==> config.mk <==
export PLATFORM = sky130hd
export DESIGN_NAME = temp_humidity_compensation
export DESIGN_NICKNAME = d
export VERILOG_FILES = /design/src/rtl/core/thc_pkg.sv /design/src/rtl/core/temp_humidity_compensation.sv /design/src/rtl/core/thc_mul.sv /design/src/rtl/core/thc_ctrl.sv
export SDC_FILE = /design/constraint.sdc
export NUM_CORES = 2
export LEC_CHECK = 0
export ABC_AREA = 1
export BUFFER_PORTS_ARGS = -buffer_cell sky130_fd_sc_hd__buf_2
export CELL_PAD_IN_SITES_DETAIL_PLACEMENT = 1
export CELL_PAD_IN_SITES_GLOBAL_PLACEMENT = 1
export CORE_MARGIN = 1.5
export CORE_UTILIZATION = 40
export CTS_CLUSTER_DIAMETER = 30
export DETAILED_ROUTE_END_ITERATION = 8
export GPL_TIMING_DRIVEN = 1
export PLACE_DENSITY_LB_ADDON = 0.1
export SLEW_MARGIN = 15
export SYNTH_ARGS = -nofsm -noshare
export SYNTH_HDL_FRONTEND = slang
export SYNTH_SLANG_ARGS = --single-unit
==> constraint.sdc <==
create_clock -name aclk -period 9 [get_ports aclk]
set_input_delay 0.9 -clock aclk [delete_from_list [all_inputs] [get_ports aclk]]
set_output_delay 0.9 -clock aclk [all_outputs]
set_load 0.02 [all_outputs]
==> src/rtl/core/thc_pkg.sv <==
// Shared types and constants for the temperature and humidity compensation block.
// No dependencies; imported by every module of the block.
package thc_pkg;

    localparam int RAW_W      = 20;
    localparam int VALUE_W    = 18;
    localparam int WORD_W     = 32;
    localparam int CFG_IDX_W  = 4;
    localparam int CFG_DATA_W = 24;

    typedef logic signed [WORD_W-1:0] word_t;

    typedef struct packed {
        logic [15:0] t1;
        logic [15:0] t2;
        logic [15:0] t3;
        logic [7:0]  h1;
        logic [15:0] h2;
        logic [7:0]  h3;
        logic [23:0] h4_h5;
        logic [7:0]  h6;
    } thc_cfg_t;

    typedef struct packed {
        logic  en;
        word_t a;
        word_t b;
    } thc_mul_req_t;

    typedef struct packed {
        logic               valid;
        logic               kind;
        logic [VALUE_W-1:0] value;
    } thc_res_t;

endpackage

==> src/rtl/core/temp_humidity_compensation.sv <==
// Top level of the temperature and humidity compensation block: calibration
// registers, output register, sequencer and shared multiplier.
// Depends on thc_pkg, thc_ctrl and thc_mul.
//
// Usage:
//   Calibration registers are written on the cfg_ channel (index 0..7, data
//   masked to the register width, higher indexes ignored); cfg_ready is
//   always high. Write them only while no item is in flight.
//   Input items (s_func, s_raw_sample) enter on the s_ channel; s_func 0 is a
//   temperature sample, 1 a humidity sample. Each item gives one result item
//   (m_kind, m_value) on the m_ channel.
//   Temperature items take 3 passes through the shared multiplier, humidity
//   items 8 passes; each pass is an issue state and a writeback state, with a
//   set-up state before the first pass and a hand-over state after the last.
//   s_ready is low while an item is being worked on, so a new item is taken
//   only after the previous result has been handed over to the output register.
//   A finished result waits in the output register; the next item is taken
//   meanwhile, and its result holds in the sequencer until the register frees.
//   Reset clears all calibration registers, the fine temperature and the
//   output valid flag; a humidity item before any temperature item uses zero.
module temp_humidity_compensation (
    input  logic                                aclk,
    input  logic                                aresetn,
    input  logic                                s_valid,
    output logic                                s_ready,
    input  logic                                s_func,
    input  logic [thc_pkg::RAW_W-1:0]           s_raw_sample,
    output logic                                m_valid,
    input  logic                                m_ready,
    output logic                                m_kind,
    output logic signed [thc_pkg::VALUE_W-1:0]  m_value,
    input  logic                                cfg_valid,
    output logic                                cfg_ready,
    input  logic [thc_pkg::CFG_IDX_W-1:0]       cfg_index,
    input  logic [thc_pkg::CFG_DATA_W-1:0]      cfg_data
);
    import thc_pkg::*;

    localparam logic [CFG_IDX_W-1:0] REG_T1    = 4'd0;
    localparam logic [CFG_IDX_W-1:0] REG_T2    = 4'd1;
    localparam logic [CFG_IDX_W-1:0] REG_T3    = 4'd2;
    localparam logic [CFG_IDX_W-1:0] REG_H1    = 4'd3;
    localparam logic [CFG_IDX_W-1:0] REG_H2    = 4'd4;
    localparam logic [CFG_IDX_W-1:0] REG_H3    = 4'd5;
    localparam logic [CFG_IDX_W-1:0] REG_H4_H5 = 4'd6;
    localparam logic [CFG_IDX_W-1:0] REG_H6    = 4'd7;

    thc_cfg_t           cfg_reg;
    thc_mul_req_t       mul_req;
    word_t              mul_prod;
    thc_res_t           res;
    logic               res_ready;
    logic               m_valid_reg;
    logic               m_kind_reg;
    logic [VALUE_W-1:0] m_value_reg;

    assign cfg_ready = 1'b1;

    always_ff @(posedge aclk) begin
        if (!aresetn) begin
            cfg_reg <= '0;
        end else if (cfg_valid) begin
            unique case (cfg_index)
                REG_T1:    cfg_reg.t1    <= cfg_data[15:0];
                REG_T2:    cfg_reg.t2    <= cfg_data[15:0];
                REG_T3:    cfg_reg.t3    <= cfg_data[15:0];
                REG_H1:    cfg_reg.h1    <= cfg_data[7:0];
                REG_H2:    cfg_reg.h2    <= cfg_data[15:0];
                REG_H3:    cfg_reg.h3    <= cfg_data[7:0];
                REG_H4_H5: cfg_reg.h4_h5 <= cfg_data[23:0];
                REG_H6:    cfg_reg.h6    <= cfg_data[7:0];
                default:   cfg_reg       <= cfg_reg;
            endcase
        end
    end

    thc_ctrl u_ctrl (
        .aclk      (aclk),
        .aresetn   (aresetn),
        .in_valid  (s_valid),
        .in_ready  (s_ready),
        .in_func   (s_func),
        .in_raw    (s_raw_sample),
        .cfg       (cfg_reg),
        .mul_req   (mul_req),
        .mul_prod  (mul_prod),
        .res       (res),
        .res_ready (res_ready)
    );

    thc_mul u_mul (
        .aclk (aclk),
        .req  (mul_req),
        .prod (mul_prod)
    );

    assign res_ready = !m_valid_reg || m_ready;

    always_ff @(posedge aclk) begin
        if (!aresetn) begin
            m_valid_reg <= 1'b0;
        end else if (res_ready) begin
            m_valid_reg <= res.valid;
            if (res.valid) begin
                m_kind_reg  <= res.kind;
                m_value_reg <= res.value;
            end
        end
    end

    assign m_valid = m_valid_reg;
    assign m_kind  = m_kind_reg;
    assign m_value = $signed(m_value_reg);

endmodule

==> src/rtl/core/thc_mul.sv <==
// Shared 32 x 32 multiplier keeping the low 32 bits, product registered.
// Depends on thc_pkg.
module thc_mul (
    input  logic                 aclk,
    input  thc_pkg::thc_mul_req_t req,
    output thc_pkg::word_t       prod
);
    import thc_pkg::*;

    word_t prod_reg;

    always_ff @(posedge aclk) begin
        if (req.en) begin
            prod_reg <= req.a * req.b;
        end
    end

    assign prod = prod_reg;

endmodule

==> src/rtl/core/thc_ctrl.sv <==
// Sequencer and working registers for temperature and humidity compensation.
// Drives the shared multiplier in thc_mul; depends on thc_pkg.
module thc_ctrl (
    input  logic                       aclk,
    input  logic                       aresetn,
    input  logic                       in_valid,
    output logic                       in_ready,
    input  logic                       in_func,
    input  logic [thc_pkg::RAW_W-1:0]  in_raw,
    input  thc_pkg::thc_cfg_t          cfg,
    output thc_pkg::thc_mul_req_t      mul_req,
    input  thc_pkg::word_t             mul_prod,
    output thc_pkg::thc_res_t          res,
    input  logic                       res_ready
);
    import thc_pkg::*;

    localparam logic [2:0] ST_IDLE = 3'd0;
    localparam logic [2:0] ST_PREP = 3'd1;
    localparam logic [2:0] ST_MUL  = 3'd2;
    localparam logic [2:0] ST_WB   = 3'd3;
    localparam logic [2:0] ST_DONE = 3'd4;

    localparam logic [3:0] OP_T_V1   = 4'd0;
    localparam logic [3:0] OP_T_DD   = 4'd1;
    localparam logic [3:0] OP_T_V2   = 4'd2;
    localparam logic [3:0] OP_H_H5V  = 4'd3;
    localparam logic [3:0] OP_H_H6V  = 4'd4;
    localparam logic [3:0] OP_H_H3V  = 4'd5;
    localparam logic [3:0] OP_H_BC   = 4'd6;
    localparam logic [3:0] OP_H_H2   = 4'd7;
    localparam logic [3:0] OP_H_AB   = 4'd8;
    localparam logic [3:0] OP_H_QQ   = 4'd9;
    localparam logic [3:0] OP_H_H1   = 4'd10;

    localparam word_t V_OFFSET = 32'sd76800;
    localparam word_t K_16384  = 32'sd16384;
    localparam word_t K_32768  = 32'sd32768;
    localparam word_t K_2P21   = 32'sd2097152;
    localparam word_t K_8192   = 32'sd8192;
    localparam word_t HUM_MAX  = 32'sd419430400;
    localparam word_t K_128    = 32'sd128;
    localparam word_t T_MAX    = 32'sd32767;
    localparam word_t T_MIN    = -32'sd32768;

    logic [2:0]         state_reg, state_next;
    logic [3:0]         op_reg;
    logic               func_reg;
    logic [RAW_W-1:0]   raw_reg;
    word_t              fine_reg;
    word_t              v_reg;
    word_t              w0_reg, w1_reg, w2_reg;

    word_t t1_z, t2_s, t3_s, h1_z, h2_s, h3_z, h4_s, h5_s, h6_s;
    word_t t_d, f5, tq, hx;
    logic [15:0] t_sat;

    assign t1_z = $signed({16'd0, cfg.t1});
    assign t2_s = $signed({{16{cfg.t2[15]}}, cfg.t2});
    assign t3_s = $signed({{16{cfg.t3[15]}}, cfg.t3});
    assign h1_z = $signed({24'd0, cfg.h1});
    assign h2_s = $signed({{16{cfg.h2[15]}}, cfg.h2});
    assign h3_z = $signed({24'd0, cfg.h3});
    assign h4_s = $signed({{20{cfg.h4_h5[23]}}, cfg.h4_h5[23:12]});
    assign h5_s = $signed({{20{cfg.h4_h5[11]}}, cfg.h4_h5[11:0]});
    assign h6_s = $signed({{24{cfg.h6[7]}}, cfg.h6});
    assign t_d  = $signed({16'd0, raw_reg[19:4]}) - t1_z;

    always_comb begin
        state_next = state_reg;
        unique case (state_reg)
            ST_IDLE: if (in_valid) state_next = ST_PREP;
            ST_PREP: state_next = ST_MUL;
            ST_MUL:  state_next = ST_WB;
            ST_WB: begin
                if (op_reg == OP_T_V2 || op_reg == OP_H_H1) begin
                    state_next = ST_DONE;
                end else begin
                    state_next = ST_MUL;
                end
            end
            ST_DONE: if (res_ready) state_next = ST_IDLE;
            default: state_next = ST_IDLE;
        endcase
    end

    always_comb begin
        mul_req.en = (state_reg == ST_MUL);
        mul_req.a  = '0;
        mul_req.b  = '0;
        unique case (op_reg)
            OP_T_V1: begin
                mul_req.a = $signed({15'd0, raw_reg[19:3]}) - $signed({15'd0, cfg.t1, 1'b0});
                mul_req.b = t2_s;
            end
            OP_T_DD: begin
                mul_req.a = t_d;
                mul_req.b = t_d;
            end
            OP_T_V2: begin
                mul_req.a = w1_reg;
                mul_req.b = t3_s;
            end
            OP_H_H5V: begin
                mul_req.a = h5_s;
                mul_req.b = v_reg;
            end
            OP_H_H6V: begin
                mul_req.a = v_reg;
                mul_req.b = h6_s;
            end
            OP_H_H3V: begin
                mul_req.a = v_reg;
                mul_req.b = h3_z;
            end
            OP_H_BC: begin
                mul_req.a = w1_reg;
                mul_req.b = w2_reg;
            end
            OP_H_H2: begin
                mul_req.a = w1_reg;
                mul_req.b = h2_s;
            end
            OP_H_AB: begin
                mul_req.a = w0_reg;
                mul_req.b = w1_reg;
            end
            OP_H_QQ: begin
                mul_req.a = w0_reg >>> 15;
                mul_req.b = w0_reg >>> 15;
            end
            OP_H_H1: begin
                mul_req.a = w1_reg;
                mul_req.b = h1_z;
            end
            default: begin
                mul_req.a = '0;
                mul_req.b = '0;
            end
        endcase
    end

    always_ff @(posedge aclk) begin
        if (!aresetn) begin
            state_reg <= ST_IDLE;
            fine_reg  <= '0;
            op_reg    <= OP_T_V1;
            func_reg  <= 1'b0;
        end else begin
            state_reg <= state_next;
            unique case (state_reg)
                ST_IDLE: begin
                    if (in_valid) begin
                        func_reg <= in_func;
                        raw_reg  <= in_raw;
                    end
                end
                ST_PREP: begin
                    v_reg  <= fine_reg - V_OFFSET;
                    op_reg <= func_reg ? OP_H_H5V : OP_T_V1;
                end
                ST_MUL: begin
                end
                ST_WB: begin
                    if (op_reg != OP_T_V2 && op_reg != OP_H_H1) begin
                        op_reg <= op_reg + 4'd1;
                    end
                    case (op_reg)
                        OP_T_V1:  w0_reg <= mul_prod >>> 11;
                        OP_T_DD:  w1_reg <= mul_prod >>> 12;
                        OP_T_V2:  fine_reg <= w0_reg + (mul_prod >>> 14);
                        OP_H_H5V: w0_reg <= ($signed({2'd0, raw_reg[15:0], 14'd0})
                                             - $signed({h4_s[11:0], 20'd0})
                                             - mul_prod + K_16384) >>> 15;
                        OP_H_H6V: w1_reg <= mul_prod >>> 10;
                        OP_H_H3V: w2_reg <= (mul_prod >>> 11) + K_32768;
                        OP_H_BC:  w1_reg <= (mul_prod >>> 10) + K_2P21;
                        OP_H_H2:  w1_reg <= (mul_prod + K_8192) >>> 14;
                        OP_H_AB:  w0_reg <= mul_prod;
                        OP_H_QQ:  w1_reg <= mul_prod >>> 7;
                        OP_H_H1:  w0_reg <= w0_reg - (mul_prod >>> 4);
                        default:  w0_reg <= w0_reg;
                    endcase
                end
                ST_DONE: begin
                end
                default: begin
                end
            endcase
        end
    end

    always_comb begin
        f5 = (fine_reg <<< 2) + fine_reg + K_128;
        tq = f5 >>> 8;
        if (tq > T_MAX) begin
            t_sat = T_MAX[15:0];
        end else if (tq < T_MIN) begin
            t_sat = T_MIN[15:0];
        end else begin
            t_sat = tq[15:0];
        end
        if (w0_reg[31]) begin
            hx = '0;
        end else if (w0_reg > HUM_MAX) begin
            hx = HUM_MAX;
        end else begin
            hx = w0_reg;
        end
    end

    assign in_ready  = (state_reg == ST_IDLE);
    assign res.valid = (state_reg == ST_DONE);
    assign res.kind  = func_reg;
    assign res.value = func_reg ? hx[29:12] : {{2{t_sat[15]}}, t_sat};

`ifndef SYNTHESIS
    a_mul_then_wb: assert property (@(posedge aclk) disable iff (!aresetn)
        state_reg == ST_MUL |=> state_reg == ST_WB)
        else $error("multiply not followed by writeback");
    a_temp_ops: assert property (@(posedge aclk) disable iff (!aresetn)
        (state_reg == ST_MUL && !func_reg) |-> op_reg <= OP_T_V2)
        else $error("temperature item ran a humidity step");
    a_hum_range: assert property (@(posedge aclk) disable iff (!aresetn)
        (res.valid && res.kind) |-> (!res.value[17] && res.value <= 18'd102400))
        else $error("humidity result out of range");
    a_temp_range: assert property (@(posedge aclk) disable iff (!aresetn)
        (res.valid && !res.kind) |-> (res.value[17] == res.value[15]
                                      && res.value[16] == res.value[15]))
        else $error("temperature result not saturated");
    a_fine_hold: assert property (@(posedge aclk) disable iff (!aresetn)
        (state_reg == ST_WB && func_reg) |=> $stable(fine_reg))
        else $error("humidity item changed fine temperature");
`endif

endmodule

==> run metrics <==
largest family of logic cells by synthesized area=adder cells; fmax=116.0 MHz; Total Power=~13 mW; Final setup viols=0; Clock Power Share=0.247; internal power=approximately 7 mW; crit start category=flop; CTS tree=yes; Post-Syn Nets=around 6300; starting DRC count in detailed routing=3325; Max Clock Skew=19.53 ps; Comb power frac=0.598; fin crit period=between 8000 and 9000 ps; net switching power=6.140 mW; Worst Max-Slew Pin Slew=1161 ps; Final #Nets=6468; outcome=finished clean; total grt overflow=0; Final Max Slew Viols=0; maximum number of pins on one net before global-route repair=101; DRT antenna net count=0; via density per instance=5.433; Compound-Gate Fraction of Synth Area=0.1085; power per cell area=275.4 nW/um2; drt pass-1 iters=5; placed instance area=43810 um2; max incr delay on CP=610 ps; Die W=around 320 um; Vias=38420; Distinct cells, synth=64; VDD IR-drop max=0.1782 mV; Synth Cell Area=just over 40000 um2; Worst setup EP type=flop; GPL Wtd Cong=slightly above 1; Setup CP Type=reg -> reg; Seq/Total Area, Yosys=0.2092; I/O Buffers=74; Num CTS Buffers=86; mux share of post-synthesis cell area=0; sw frac=0.4746; CTS Sinks=around 340; worst-path fanout max=15; synth warn=0; Post-synth EDFFs=~180; Die Span Y=322.3 um; Crit path max-delay family=adder cells; dpl hpwl=141100 um; Multi-input gate area=27460 um2; clock buffer depth=3; Post-Synth XOR/XNOR Area=0.02449; worst hold path type=in -> reg; routed len/inst=24.29 um; layout cells sized above 1=0.09435; crit-path most repeated cell=fa_1; gr usage total=0.3321; setup TNS=0 ps; CTS root buf=clkbuf_16; WL final=around 170000 um; first-pass GRT wire length=255700 um; Die Area=between 100000 and 150000 um2; Adder-Cell Fraction of Synth Area=0.3152; Final Hold Viols=0; Top FF cell, synth=edfxtp_1; Post-Synth Simple-Gate Area=0.2224; Worst EP required=approximately 9400 ps; Crit-path slowest cell=fa_2; Buf/Inv on CP=6; vias in the first global route=39131; final instance area=between 40000 and 50000 um2; Core Area=between 100000 and 150000 um2; post-synthesis register bit count=335; clk_lat worst skew=640 ps; Mean Syn Cell Area=7.498 um2; area delta synth->final=15.23%; CTS clk-pin slew, worst paths=50 ps; DR DRC count=0; asr flop ratio synth=0; Leak=24.37 nW; initial antenna violation count=9; WP data arrival=between 9000 and 10000 ps; max reg flops=112; H-tree depth=3; relative slew slack=0.2209; Mapped Cells=5437; Hold Buf Count CTS=0; max capacitance violation total=0; Reg power frac=0.155; effective utilization at floorplan=0.4053; # rows=between 100 and 150; Layout fillers=~13000; I/O pins=76; flip-flop and latch area=8528 um2; period utilization=0.9581
[per-stage QoR]
| stage | setup slack [ps] | util | hold WS (ps) | instances |
|---|---|---|---|---|
| 3_5_place_dp | 180.7 | 0.4356 | 447.9 | 6899 |
| 2_1_floorplan | 1103 | - | 423.8 | 5437 |
| 5_1_grt | -18.58 | 0.4670 | 425.0 | 7070 |
| 3_3_place_gp | 355.5 | 0.4356 | 436.7 | 6899 |
| 4_1_cts | 99.65 | 0.4652 | 411.4 | 7060 |
| 6_report | 376.8 | 0.4671 | 439.2 | 7071 |
[cell families after synthesis]
logic type                 Yosys count
adders and majority gates          774
other                                1
AOI/OAI and AO/OA                  784
xor gates and xnor gates           114
DFF                                335
buffers and inverters             1268
and+or+nand+nor                   2161
[path summary, 6_finish.rpt]
path,startpoint,endpoint,slack (ps),cells past startpoint
min,s_raw_sample[15],u_ctrl.raw_reg[15],440,1
max,u_ctrl.raw_reg[4],u_mul.prod[31],380,34
min reg2reg,cfg_reg[63],cfg_reg[63],450,2
max reg2reg,u_ctrl.raw_reg[4],u_mul.prod[31],380,34
[power by group through the flow]
stage | clock, mW | combinational (mW) | sequential [mW]
floorplan | 0 | 4.75 | 1.99
global placement | 0 | 7.41 | 2.03
detailed placement | 0 | 7.48 | 2.03
CTS | 3.23 | 7.61 | 2.00
global route | 3.30 | 8.51 | 2.00
finish | 3.19 | 7.73 | 2.01
[area by class of cell]
type                    count  share of cell area
diodes                      1          0.00005327
clock buffers             110             0.05076
clock inverters            51             0.01273
inverters                1102             0.08832
multi-input cells        3834              0.5846
flip-flops and latches    335              0.1815
well taps                1357             0.03614
repair buffers            281             0.04589
[timing repair]
action | CTS | global route
setup endpoints to repair | 0 | 11
buffers inserted | 0 | 9
gates resized for setup | 0 | 24
[cell usage after synthesis, types with 8 or more instances]
| cell | instances | area (um2) |
|---|---|---|
| a21boi_0 | 13 | 97.59 |
| a21o_1 | 10 | 75.07 |
| a21oi_1 | 314 | 1572 |
| a31oi_1 | 16 | 100.1 |
| buf_1 | 10 | 37.54 |
| buf_2 | 17 | 85.08 |
| buf_6 | 13 | 146.4 |
| clkbuf_1 | 121 | 454.2 |
| dfxtp_1 | 153 | 3063 |
| edfxtp_1 | 182 | 5465 |
| fa_1 | 422 | 8448 |
| ha_1 | 352 | 4404 |
| inv_1 | 1079 | 4050 |
| inv_2 | 15 | 56.30 |
| nand2_1 | 1268 | 4760 |
| nand2_2 | 18 | 112.6 |
| nand3_1 | 179 | 895.9 |
| nand3_2 | 17 | 170.2 |
| nand3b_1 | 20 | 150.1 |
| nand4_1 | 76 | 475.5 |
| nor2_1 | 493 | 1851 |
| nor3_1 | 45 | 225.2 |
| nor4_1 | 8 | 50.05 |
| o2111ai_1 | 41 | 359.1 |
| o211ai_1 | 16 | 120.1 |
| o21a_1 | 8 | 60.06 |
| o21ai_0 | 293 | 1466 |
| o21ai_1 | 10 | 50.05 |
| o21bai_1 | 9 | 67.56 |
| o22ai_1 | 10 | 62.56 |
| or2_2 | 9 | 56.30 |
| xnor2_1 | 41 | 359.1 |
| xor2_1 | 73 | 639.4 |
[routing by layer]
metal / global-route usage / part of all wire
met2: 0.5136 / 0.44
met5: 0 / 0.00019
met4: 0.08428 / 0.026
met3: 0.05236 / 0.071
met1: 0.4816 / 0.46
[cell usage in the layout, fill, tap and decap left out, drive strengths merged, types with 73 or more instances in the layout]
cell type | Yosys | final
nand2 | 1293 | 1293
o21ai | 303 | 303
nor2 | 503 | 503
buf | 45 | 281
dfxtp | 153 | 153
clkbuf | 121 | 110
nand4 | 76 | 76
a21oi | 317 | 317
fa | 422 | 422
inv | 1094 | 1099
xor2 | 73 | 73
nand3 | 201 | 201
ha | 352 | 352
edfxtp | 182 | 182
(Power assumes the default switching activity.)
